### config.mk
export PLATFORM = sky130hd
export DESIGN_NAME = touch_packet_reformatter
export DESIGN_NICKNAME = d
export VERILOG_FILES = /design/src/tpr_pkg.sv /design/src/tpr_front.sv /design/src/tpr_queue.sv /design/src/tpr_back.sv /design/src/touch_packet_reformatter.sv
export VERILOG_INCLUDE_DIRS = /design/src /design/src/src
export SDC_FILE = /design/constraint.sdc
export NUM_CORES = 1
export LEC_CHECK = 0
export CAP_MARGIN = 10
export CORE_MARGIN = 1.5
export CORE_UTILIZATION = 35
export CTS_CLUSTER_DIAMETER = 50
export DETAILED_ROUTE_END_ITERATION = 10
export DONT_BUFFER_PORTS = 1
export PLACE_DENSITY = 0.58
export SLEW_MARGIN = 5
export SYNTH_ARGS = -nofsm -noshare
export SYNTH_HDL_FRONTEND = slang
export SYNTH_SLANG_ARGS = --single-unit
### constraint.sdc
create_clock -name clock -period 7.7 [get_ports clock]
set_input_delay 1.155 -clock clock [delete_from_list [all_inputs] [get_ports clock]]
set_output_delay 1.155 -clock clock [all_outputs]
set_load 0.01 [all_outputs]
### src/touch_packet_reformatter_defines.svh
// Assertion macros used by the touch packet reformatter top level.
`ifndef TOUCH_PACKET_REFORMATTER_DEFINES_SVH
`define TOUCH_PACKET_REFORMATTER_DEFINES_SVH

`ifndef SYNTHESIS

// Same-cycle implication, checked on every rising clock edge outside reset.
`define TPR_ASSERT_IMP(label, ante, cons) \
   label: assert property (@(posedge clock) disable iff (reset) (ante) |-> (cons)) \
      else $error("tpr assertion failed");

// Next-cycle implication, checked on every rising clock edge outside reset.
`define TPR_ASSERT_NEXT(label, ante, cons) \
   label: assert property (@(posedge clock) disable iff (reset) (ante) |=> (cons)) \
      else $error("tpr assertion failed");

`else

`define TPR_ASSERT_IMP(label, ante, cons)
`define TPR_ASSERT_NEXT(label, ante, cons)

`endif

`endif

### src/tpr_pkg.sv
// Types, constants and helper functions of the touch packet reformatter.
`default_nettype none

package tpr_pkg;

   // Sizes of the controller packet and the host packet.
   localparam int PACKET_LEN_DEF = 6;
   localparam int HOST_LEN       = 6;
   localparam int BYTE_W         = 8;
   localparam int HALF_W         = 6;
   localparam int COORD_W        = 12;
   localparam int SCALE_W        = 16;
   localparam int PROD_W         = COORD_W + SCALE_W;
   localparam int FRAC_W         = 14;
   localparam int SAT_W          = 16;
   localparam int OUT_SHIFT      = 4;
   localparam int QUEUE_DEPTH    = 2;

   // Positions of the fields inside a controller packet.
   localparam int IDX_X_HI  = 0;
   localparam int IDX_X_LO  = 1;
   localparam int IDX_Y_HI  = 2;
   localparam int IDX_Y_LO  = 3;
   localparam int IDX_TOUCH = 5;

   // Marker bits and fixed values.
   localparam logic [1:0]         START_CODE  = 2'b11;
   localparam logic [COORD_W-1:0] FLIP_VAL    = 12'd4095;
   localparam logic [SAT_W-1:0]   SAT_MAX     = 16'hFFFF;
   localparam logic [BYTE_W-1:0]  HDR_X_HI    = 8'hC0;
   localparam logic [BYTE_W-1:0]  HDR_X_LO    = 8'h80;
   localparam logic [BYTE_W-1:0]  HDR_Y_HI    = 8'h40;
   localparam logic [BYTE_W-1:0]  TOUCH_TAIL  = 8'h0F;
   localparam logic [BYTE_W-1:0]  ZERO_BYTE   = 8'h00;
   localparam logic [SCALE_W-1:0] SCALE_RESET = 16'd16384;

   // Configuration register indexes.
   localparam int               CSR_IDX_W   = 2;
   localparam logic [CSR_IDX_W-1:0] CSR_X_SCALE = 2'd0;
   localparam logic [CSR_IDX_W-1:0] CSR_Y_SCALE = 2'd1;

   // One complete controller packet, as the back end needs it.
   typedef struct packed {
      logic               touch;
      logic [COORD_W-1:0] y_raw;
      logic [COORD_W-1:0] x_raw;
   } pkt_rec_type;

   // Queue status seen by the front and back ends.
   typedef struct packed {
      logic valid;
      logic full;
   } q_stat_type;

   // Product of a flipped coordinate and a Q2.14 scale down to the host byte.
   function automatic logic [BYTE_W-1:0] scale_byte(input logic [PROD_W-1:0] prod);
      logic [SAT_W-1:0] whole;
      whole = SAT_W'(prod >> FRAC_W);
      if (whole > SAT_MAX) begin
         whole = SAT_MAX;
      end
      return whole[OUT_SHIFT +: BYTE_W];
   endfunction

endpackage

`default_nettype wire

### src/tpr_front.sv
// Front end: hunts for the start byte and collects one controller packet.
`default_nettype none

module tpr_front #(
   parameter int PACKET_LEN = tpr_pkg::PACKET_LEN_DEF
) (
   input  wire logic                      clock,
   input  wire logic                      reset,
   input  wire logic                      req_tvalid,
   output logic                           req_tready,
   input  wire logic [tpr_pkg::BYTE_W-1:0] req_tdata,   // [7:0] rx_byte
   input  wire tpr_pkg::q_stat_type       q_stat,
   output logic                           q_push,
   output tpr_pkg::pkt_rec_type           q_rec
);

   localparam int FILL_W = $clog2(PACKET_LEN);

   logic [FILL_W-1:0]          fill_ff, fill_in;
   logic [tpr_pkg::HALF_W-1:0] x_hi_ff, x_hi_in;
   logic [tpr_pkg::HALF_W-1:0] x_lo_ff, x_lo_in;
   logic [tpr_pkg::HALF_W-1:0] y_hi_ff, y_hi_in;
   logic [tpr_pkg::HALF_W-1:0] y_lo_ff, y_lo_in;
   logic                       touch_ff, touch_in;
   logic                       take;
   logic                       active;
   logic                       at_end;

   // A transfer is taken whenever the queue can hold a finished packet.
   assign req_tready = !q_stat.full;
   assign take       = req_tvalid && req_tready;

   // A packet is in progress once the fill count has left zero, or when a start byte arrives.
   assign active = (fill_ff != '0) ||
                   (req_tdata[tpr_pkg::BYTE_W-1 -: 2] == tpr_pkg::START_CODE);
   assign at_end = (fill_ff == FILL_W'(PACKET_LEN - 1));

   // Fill count and field capture.
   always_comb begin
      fill_in  = fill_ff;
      x_hi_in  = x_hi_ff;
      x_lo_in  = x_lo_ff;
      y_hi_in  = y_hi_ff;
      y_lo_in  = y_lo_ff;
      touch_in = touch_ff;
      if (take && active) begin
         fill_in = at_end ? '0 : fill_ff + FILL_W'(1);
         if (fill_ff == FILL_W'(tpr_pkg::IDX_X_HI)) begin
            x_hi_in = req_tdata[tpr_pkg::HALF_W-1:0];
         end
         if (fill_ff == FILL_W'(tpr_pkg::IDX_X_LO)) begin
            x_lo_in = req_tdata[tpr_pkg::HALF_W-1:0];
         end
         if (fill_ff == FILL_W'(tpr_pkg::IDX_Y_HI)) begin
            y_hi_in = req_tdata[tpr_pkg::HALF_W-1:0];
         end
         if (fill_ff == FILL_W'(tpr_pkg::IDX_Y_LO)) begin
            y_lo_in = req_tdata[tpr_pkg::HALF_W-1:0];
         end
         if (fill_ff == FILL_W'(tpr_pkg::IDX_TOUCH)) begin
            touch_in = (req_tdata != '0);
         end
      end
   end

   // The finished packet goes to the queue on its last byte.
   assign q_push      = take && active && at_end;
   assign q_rec.x_raw = {x_hi_ff, x_lo_ff};
   assign q_rec.y_raw = {y_hi_ff, y_lo_ff};
   assign q_rec.touch = touch_in;

   always_ff @(posedge clock) begin
      if (reset) begin
         fill_ff <= '0;
      end else begin
         fill_ff <= fill_in;
      end
   end

   always_ff @(posedge clock) begin
      x_hi_ff  <= x_hi_in;
      x_lo_ff  <= x_lo_in;
      y_hi_ff  <= y_hi_in;
      y_lo_ff  <= y_lo_in;
      touch_ff <= touch_in;
   end

endmodule

`default_nettype wire

### src/tpr_queue.sv
// Short queue of complete controller packets between front and back ends.
`default_nettype none

module tpr_queue (
   input  wire logic                 clock,
   input  wire logic                 reset,
   input  wire logic                 push,
   input  wire tpr_pkg::pkt_rec_type wr_rec,
   input  wire logic                 pop,
   output tpr_pkg::pkt_rec_type      rd_rec,
   output tpr_pkg::q_stat_type       stat
);

   localparam int PTR_W = $clog2(tpr_pkg::QUEUE_DEPTH);
   localparam int CNT_W = $clog2(tpr_pkg::QUEUE_DEPTH + 1);

   tpr_pkg::pkt_rec_type q_mem [tpr_pkg::QUEUE_DEPTH];
   logic [PTR_W-1:0] wr_ptr_ff, wr_ptr_in;
   logic [PTR_W-1:0] rd_ptr_ff, rd_ptr_in;
   logic [CNT_W-1:0] count_ff, count_in;
   logic             do_push;
   logic             do_pop;

   assign stat.valid = (count_ff != '0);
   assign stat.full  = (count_ff == CNT_W'(tpr_pkg::QUEUE_DEPTH));
   assign do_push    = push && !stat.full;
   assign do_pop     = pop && stat.valid;
   assign rd_rec     = q_mem[rd_ptr_ff];

   // Pointer and occupancy update.
   always_comb begin
      wr_ptr_in = wr_ptr_ff;
      rd_ptr_in = rd_ptr_ff;
      count_in  = count_ff;
      if (do_push) begin
         wr_ptr_in = (wr_ptr_ff == PTR_W'(tpr_pkg::QUEUE_DEPTH - 1)) ? '0 :
                     wr_ptr_ff + PTR_W'(1);
      end
      if (do_pop) begin
         rd_ptr_in = (rd_ptr_ff == PTR_W'(tpr_pkg::QUEUE_DEPTH - 1)) ? '0 :
                     rd_ptr_ff + PTR_W'(1);
      end
      if (do_push && !do_pop) begin
         count_in = count_ff + CNT_W'(1);
      end else if (do_pop && !do_push) begin
         count_in = count_ff - CNT_W'(1);
      end
   end

   always_ff @(posedge clock) begin
      if (reset) begin
         wr_ptr_ff <= '0;
         rd_ptr_ff <= '0;
         count_ff  <= '0;
      end else begin
         wr_ptr_ff <= wr_ptr_in;
         rd_ptr_ff <= rd_ptr_in;
         count_ff  <= count_in;
      end
   end

   // Entry storage.
   always_ff @(posedge clock) begin
      if (do_push) begin
         q_mem[wr_ptr_ff] <= wr_rec;
      end
   end

endmodule

`default_nettype wire

### src/tpr_back.sv
// Back end: flips and scales the coordinates and sends the six host bytes.
`default_nettype none

module tpr_back (
   input  wire logic                        clock,
   input  wire logic                        reset,
   input  wire tpr_pkg::q_stat_type         q_stat,
   input  wire tpr_pkg::pkt_rec_type        q_rec,
   output logic                             q_pop,
   input  wire logic [tpr_pkg::SCALE_W-1:0] x_scale,
   input  wire logic [tpr_pkg::SCALE_W-1:0] y_scale,
   output logic                             rsp_tvalid,
   input  wire logic                        rsp_tready,
   output logic [tpr_pkg::BYTE_W-1:0]       rsp_tdata,   // [7:0] tx_byte
   output logic                             rsp_tlast
);

   localparam int CNT_W = $clog2(tpr_pkg::HOST_LEN);

   logic                        mul_valid_ff, mul_valid_in;
   logic [tpr_pkg::PROD_W-1:0]  x_prod_ff, x_prod_in;
   logic [tpr_pkg::PROD_W-1:0]  y_prod_ff, y_prod_in;
   logic                        touch_ff;
   logic                        snd_valid_ff, snd_valid_in;
   logic [CNT_W-1:0]            cnt_ff, cnt_in;
   logic [tpr_pkg::BYTE_W-1:0]  snd_bytes_ff [tpr_pkg::HOST_LEN];
   logic [tpr_pkg::BYTE_W-1:0]  snd_bytes_in [tpr_pkg::HOST_LEN];
   logic [tpr_pkg::BYTE_W-1:0]  x_byte;
   logic [tpr_pkg::BYTE_W-1:0]  y_byte;
   logic [tpr_pkg::COORD_W-1:0] x_flip;
   logic [tpr_pkg::COORD_W-1:0] y_flip;
   logic                        snd_fire;
   logic                        snd_done;
   logic                        snd_load;

   // Handshake between the multiply stage and the send stage.
   assign snd_fire = snd_valid_ff && rsp_tready;
   assign snd_done = snd_fire && (cnt_ff == CNT_W'(tpr_pkg::HOST_LEN - 1));
   assign snd_load = mul_valid_ff && (!snd_valid_ff || snd_done);
   assign q_pop    = q_stat.valid && (!mul_valid_ff || snd_load);

   // Multiply stage: flip each coordinate and apply its scale.
   assign x_flip    = tpr_pkg::FLIP_VAL - q_rec.x_raw;
   assign y_flip    = tpr_pkg::FLIP_VAL - q_rec.y_raw;
   assign x_prod_in = tpr_pkg::PROD_W'(x_flip) * tpr_pkg::PROD_W'(x_scale);
   assign y_prod_in = tpr_pkg::PROD_W'(y_flip) * tpr_pkg::PROD_W'(y_scale);
   assign mul_valid_in = q_pop || (mul_valid_ff && !snd_load);

   always_ff @(posedge clock) begin
      if (q_pop) begin
         x_prod_ff <= x_prod_in;
         y_prod_ff <= y_prod_in;
         touch_ff  <= q_rec.touch;
      end
   end

   // Host packet assembly and output shift line.
   assign x_byte = tpr_pkg::scale_byte(x_prod_ff);
   assign y_byte = tpr_pkg::scale_byte(y_prod_ff);

   always_comb begin
      for (int i = 0; i < tpr_pkg::HOST_LEN; i++) begin
         snd_bytes_in[i] = snd_bytes_ff[i];
      end
      if (snd_load) begin
         if (touch_ff) begin
            snd_bytes_in[0] = tpr_pkg::HDR_X_HI | {6'b0, x_byte[7:6]};
            snd_bytes_in[1] = tpr_pkg::HDR_X_LO | {2'b0, x_byte[5:0]};
            snd_bytes_in[2] = tpr_pkg::HDR_Y_HI | {6'b0, y_byte[7:6]};
            snd_bytes_in[3] = {2'b0, y_byte[5:0]};
            snd_bytes_in[4] = tpr_pkg::ZERO_BYTE;
            snd_bytes_in[5] = tpr_pkg::TOUCH_TAIL;
         end else begin
            snd_bytes_in[0] = tpr_pkg::HDR_X_HI;
            snd_bytes_in[1] = tpr_pkg::HDR_X_LO;
            snd_bytes_in[2] = tpr_pkg::HDR_Y_HI;
            snd_bytes_in[3] = tpr_pkg::ZERO_BYTE;
            snd_bytes_in[4] = tpr_pkg::ZERO_BYTE;
            snd_bytes_in[5] = tpr_pkg::ZERO_BYTE;
         end
      end else if (snd_fire) begin
         for (int i = 0; i < tpr_pkg::HOST_LEN - 1; i++) begin
            snd_bytes_in[i] = snd_bytes_ff[i + 1];
         end
      end
   end

   // Byte counter of the packet being sent.
   always_comb begin
      snd_valid_in = snd_valid_ff;
      cnt_in       = cnt_ff;
      if (snd_load) begin
         snd_valid_in = 1'b1;
         cnt_in       = '0;
      end else if (snd_done) begin
         snd_valid_in = 1'b0;
         cnt_in       = '0;
      end else if (snd_fire) begin
         cnt_in = cnt_ff + CNT_W'(1);
      end
   end

   always_ff @(posedge clock) begin
      if (reset) begin
         mul_valid_ff <= 1'b0;
         snd_valid_ff <= 1'b0;
         cnt_ff       <= '0;
      end else begin
         mul_valid_ff <= mul_valid_in;
         snd_valid_ff <= snd_valid_in;
         cnt_ff       <= cnt_in;
      end
   end

   always_ff @(posedge clock) begin
      for (int i = 0; i < tpr_pkg::HOST_LEN; i++) begin
         snd_bytes_ff[i] <= snd_bytes_in[i];
      end
   end

   assign rsp_tvalid = snd_valid_ff;
   assign rsp_tdata  = snd_bytes_ff[0];
   assign rsp_tlast  = (cnt_ff == CNT_W'(tpr_pkg::HOST_LEN - 1));

endmodule

`default_nettype wire

### src/touch_packet_reformatter.sv
// rsp_tvalid follows the last controller byte through the queue, multiply and send registers.
// One controller byte per cycle in while the queue is not full; one host byte per cycle out
// while rsp_tready is high; a packet is PACKET_LEN bytes in and six bytes out.
// A two-entry packet queue lets input continue while the six-byte send is stalled.
// Reset (synchronous, active high) clears collection, the queue, the send stage
// and sets both scales to 1.0.
`default_nettype none
`include "touch_packet_reformatter_defines.svh"

module touch_packet_reformatter #(
   parameter int PACKET_LEN = tpr_pkg::PACKET_LEN_DEF
) (
   input  wire logic                          clock,
   input  wire logic                          reset,
   input  wire logic                          req_tvalid,
   output logic                               req_tready,
   input  wire logic [tpr_pkg::BYTE_W-1:0]    req_tdata,   // [7:0] rx_byte
   output logic                               rsp_tvalid,
   input  wire logic                          rsp_tready,
   output logic [tpr_pkg::BYTE_W-1:0]         rsp_tdata,   // [7:0] tx_byte
   output logic                               rsp_tlast,
   input  wire logic                          csr_valid,
   output logic                               csr_ready,
   input  wire logic [tpr_pkg::CSR_IDX_W-1:0] csr_index,
   input  wire logic [tpr_pkg::SCALE_W-1:0]   csr_data
);

   logic [tpr_pkg::SCALE_W-1:0] x_scale_ff;
   logic [tpr_pkg::SCALE_W-1:0] y_scale_ff;
   tpr_pkg::q_stat_type         q_stat;
   tpr_pkg::pkt_rec_type        push_rec;
   tpr_pkg::pkt_rec_type        pop_rec;
   logic                        q_push;
   logic                        q_pop;

   // Scale registers; writes must arrive only while the block is idle, which the block does not enforce.
   assign csr_ready = 1'b1;

   always_ff @(posedge clock) begin
      if (reset) begin
         x_scale_ff <= tpr_pkg::SCALE_RESET;
         y_scale_ff <= tpr_pkg::SCALE_RESET;
      end else if (csr_valid && csr_ready) begin
         if (csr_index == tpr_pkg::CSR_X_SCALE) begin
            x_scale_ff <= csr_data;
         end
         if (csr_index == tpr_pkg::CSR_Y_SCALE) begin
            y_scale_ff <= csr_data;
         end
      end
   end

   tpr_front #(
      .PACKET_LEN (PACKET_LEN)
   ) u_front (
      .clock      (clock),
      .reset      (reset),
      .req_tvalid (req_tvalid),
      .req_tready (req_tready),
      .req_tdata  (req_tdata),
      .q_stat     (q_stat),
      .q_push     (q_push),
      .q_rec      (push_rec)
   );

   tpr_queue u_queue (
      .clock  (clock),
      .reset  (reset),
      .push   (q_push),
      .wr_rec (push_rec),
      .pop    (q_pop),
      .rd_rec (pop_rec),
      .stat   (q_stat)
   );

   tpr_back u_back (
      .clock      (clock),
      .reset      (reset),
      .q_stat     (q_stat),
      .q_rec      (pop_rec),
      .q_pop      (q_pop),
      .x_scale    (x_scale_ff),
      .y_scale    (y_scale_ff),
      .rsp_tvalid (rsp_tvalid),
      .rsp_tready (rsp_tready),
      .rsp_tdata  (rsp_tdata),
      .rsp_tlast  (rsp_tlast)
   );

   // A finished packet never arrives at a full queue.
   `TPR_ASSERT_IMP(a_queue_no_overflow, q_push, !q_stat.full)

   // The last host byte is the touch tail or the untouch zero.
   `TPR_ASSERT_IMP(a_last_byte_code, rsp_tvalid && rsp_tlast,
                   rsp_tdata == tpr_pkg::TOUCH_TAIL || rsp_tdata == tpr_pkg::ZERO_BYTE)

   // A packet seen by the back end while its multiply stage is free is taken at once.
   `TPR_ASSERT_IMP(a_back_takes_packet, q_stat.valid && !u_back.mul_valid_ff, q_pop)

endmodule

`default_nettype wire
==> impl_results.md <==
- Hold-fix buffers, CTS: 0
- Final-report hold violation count: 0
- Worst Hold Class: register to register
- Placed wire-length estimate: about 30 mm
- Share of cells above drive strength 1: under 10%
- Count of cell types in the netlist: a little over 60
- Full die area: 0.0496 mm2
- Synth top area share: approximately a third
- Core area: between 0.04 and 0.05 mm2
- DR vias/cell: between 4 and 5
- IO buf count: 0
- Clock Path Buffers: 2
- FP Rows: 80
- Synth area leader: fa_1
- Number of diodes: 0
- Clock latency on the worst-skew pair: between 0.4 and 0.5 ns
- Worst slack at placement: ~1.3 ns
- RSZ-0062 raised after global routing: no
- Max-slew violations: 0
- GRT Overall Usage: 16.6%
- Root buf cell: clkbuf_16
- FMAX: 0.158 GHz
- Die Y: approximately 220 um
- Worst vdd ir: roughly 0.13 mV
- 1st-iter DRT viols: 571
- Total negative setup slack: 0 ns
- Die width: ~220 um
- Max incr delay on CP: 0.74 ns
- EDFF count, synth: approximately 110
- Final min period: around 6.3 ns
- Reg area: around 0.0044 mm2
- Status: finished clean
- H-tree depth: 4
- Synth Flop Type: edfxtp_1
- Largest net degree at the start of global routing: 44
- Antenna Nets Post-Route: 0
- P_int: a little over 2 mW
- DRT Pass-1 Iters: 5
- P&R area growth vs syn: 7.74%
- Via count: around 11000
- Sw power: roughly 1.3 mW
- Leak: roughly 8 nW
- Synthesis Warnings: 0
- Critical path required time: between 7 and 8 ns
- Most frequent cells after synthesis: 359 x inv_1, 356 x nand2_1, 276 x fa_1
- Crit end category: register
- Initial core utilization: approximately 35%
- R2R depth: 18
- Synth area leaders: fa_1 33%, edfxtp_1 19%, ha_1 8.1%
- Post-Synthesis Cell Area: about 0.017 mm2
- WP data arrival: between 6 and 7 ns
- Asr flop ratio synth: 0%
- Crit path kind: register to register
- Worst slew pin tran: 1.12 ns
- Clock share of power: 25.7%
- Maximum Capacitance Violations: 0
- Synth Net Count: 2158
- Final net count: 2124
- PD cells: roughly 190 mW/mm2
- Cells after Synth: roughly 1700
- IO Count: 43
- Initial antenna violation count: 0
- Crit path top cell by count: fa_1
- Hold path depth: 0
- Bufs and invs on worst path: 3
- Clock transition at path regs: ~0.080 ns
- Area of the multi-input gates: ~0.011 mm2
- Gpl congestion: between 0.8 and 0.9
- Max Clock Skew: roughly 0.014 ns
- Worst hold start: u_front.y_hi_ff[2]$_DFFE_PP_
- Sinks on Clock Net: ~170
- FF+latch count, synth: 167
- Mapped Avg Cell Area: roughly 10 um2
- Relative slew margins: approximately 25%
- Fillers: ~4700
- Drt total wl: 37.9 mm
- Logic pwr share: around two fifths
- Most common cell in the synthesized netlist: inv_1
- Switch share: between 30% and 40%
- Final WS setup: 1.35 ns
- Crit Path Max Fanout: 25
- Crit start category: register
- Drt wl/cell: approximately 16 um
- CTS buffer count: 17
- CTS tree: built
- Sink of the worst hold path: u_queue.q_mem[1][20]$_DFFE_PP_
- PostCTS Resize Cnt: 0
- First-pass GRT wire length: 64.5 mm
- CP max stage cell: mux2i_2
- DRC: 0
- FF-to-FF End: u_back.x_prod_ff[25]$_DFFE_PP_
- Gr ovfl total: 0
- Crit-path cells: buf_4 > mux2i_2 > and2_1 > fa_1 > fa_1 > fa_1 > fa_1 > inv_1 > fa_1 > inv_1 > ha_1 > nand4_1 > o311ai_0 > o32ai_1 > a21boi_1 > and3_1 > or2_1 > a311oi_2
- Power Total: 3.39 mW
- Fin crit share: roughly 82%
- Post-CTS Setup Bufs: 0
- Worst reg-to-reg setup slack: roughly 1.4 ns
- Delay-heaviest family, CP: adder cells
- Register share of total power: a little over a third
- Vias in the first global route: about 12000
- Sequential fraction of the synthesis area: 26.2%
- Final setup vio count: 0
cells in the final DEF (no fill, tap or decap), types with 3 or more instances in the layout:
master     count
and2_1       122
nor3_1        14
ha_1         110
and3_1         7
o211ai_1       3
a21oi_1       68
xnor2_1       19
buf_4         25
inv_1        359
nand3_1       10
clkbuf_16     17
mux2i_1       22
clkinv_8       9
fa_1         276
a21o_1         6
nor2b_1        3
edfxtp_1     108
nor4_1         5
dfxtp_1       59
nand2_1      356
xor2_1         9
o21ai_0        6
nand3b_1       5
nor2_1        34
a22o_1        14
registers in the layout (all words and copies together), names as in the netlist, 2 cells and up, named ones only:
signal	flops
u_front.fill_ff	3
u_back.x_prod_ff	8
x_scale_ff	16
u_front.y_hi_ff	6
u_back.snd_bytes_ff	30
u_front.x_lo_ff	6
u_front.y_lo_ff	6
y_scale_ff	16
u_back.cnt_ff	3
u_back.y_prod_ff	8
u_queue.count_ff	2
u_front.x_hi_ff	6
u_queue.q_mem	50
through the flow:
step / util [%] / std cells / hold WS (ns) / cell area, um2
final: 38.2 / 2335 / 0.449 / 18200
after global routing: 38.2 / 2335 / 0.454 / 18200
after CTS: 38.2 / 2335 / 0.445 / 18200
after detailed placement: 36.8 / 2303 / 0.430 / 17600
after global placement: 36.8 / 2303 / 0.423 / 17600
after floorplan: - / 1741 / 0.421 / 16900
final cells by class:
class,count,share of cell area [%]
repair buffers,25,1.03
well taps,615,4.22
flip-flops and latches,167,24.3
clock buffers,17,2.33
clock inverters,15,1.19
multi-input cells,1137,59.5
inverters,359,7.40
worst max-delay path by stage:
stage                  start                              to  slack, ns  depth (start not counted)
floorplan           register  u_back.y_prod_ff[25]$_DFFE_PP_       1.36                         22
detailed placement  register  u_back.x_prod_ff[25]$_DFFE_PP_       1.31                         18
finish              register  u_back.x_prod_ff[25]$_DFFE_PP_       1.35                         18
CTS                 register  u_back.x_prod_ff[25]$_DFFE_PP_       1.31                         18
global placement    register  u_back.x_prod_ff[25]$_DFFE_PP_       1.53                         18
global route        register  u_back.x_prod_ff[25]$_DFFE_PP_       0.94                         18
per-layer routing:
| metal | global-route usage, % | wire [um] | vias up |
|---|---|---|---|
| met1 | 20.0 | 16000 | 5755 |
| met2 | 30.0 | 19400 | 173 |
| met5 | 0 | 0 | - |
| met4 | 5.92 | 936 | 0 |
| met3 | 2.31 | 1500 | 50 |
| li1 | - | - | 5232 |
power groups by stage:
stage / clock [mW] / sequential, mW / combinational, mW
3_5_place_dp: 0 / 1.24 / 1.32
2_1_floorplan: 0 / 1.19 / 0.965
6_report: 0.869 / 1.22 / 1.30
4_1_cts: 0.893 / 1.22 / 1.33
3_3_place_gp: 0 / 1.24 / 1.28
5_1_grt: 0.928 / 1.24 / 1.50
kinds of logic (layout without fill, tap and decap cells):
| logic type | count (synthesis) | count (layout) | share of synthesized area, % |
|---|---|---|---|
| other | 1 | 1 | 0.0222 |
| XOR/XNOR | 28 | 28 | 1.45 |
| multiplexers | 26 | 26 | 1.72 |
| AO/OA/AOI/OAI | 122 | 122 | 4.62 |
| adder cells (fa/ha/maj) | 386 | 386 | 40.8 |
| AND/OR/NAND/NOR | 574 | 574 | 15.4 |
| buffers and inverters | 437 | 416 | 9.78 |
| flip-flops | 167 | 167 | 26.2 |
No activity file was read; power rests on OpenSTA's default activity.
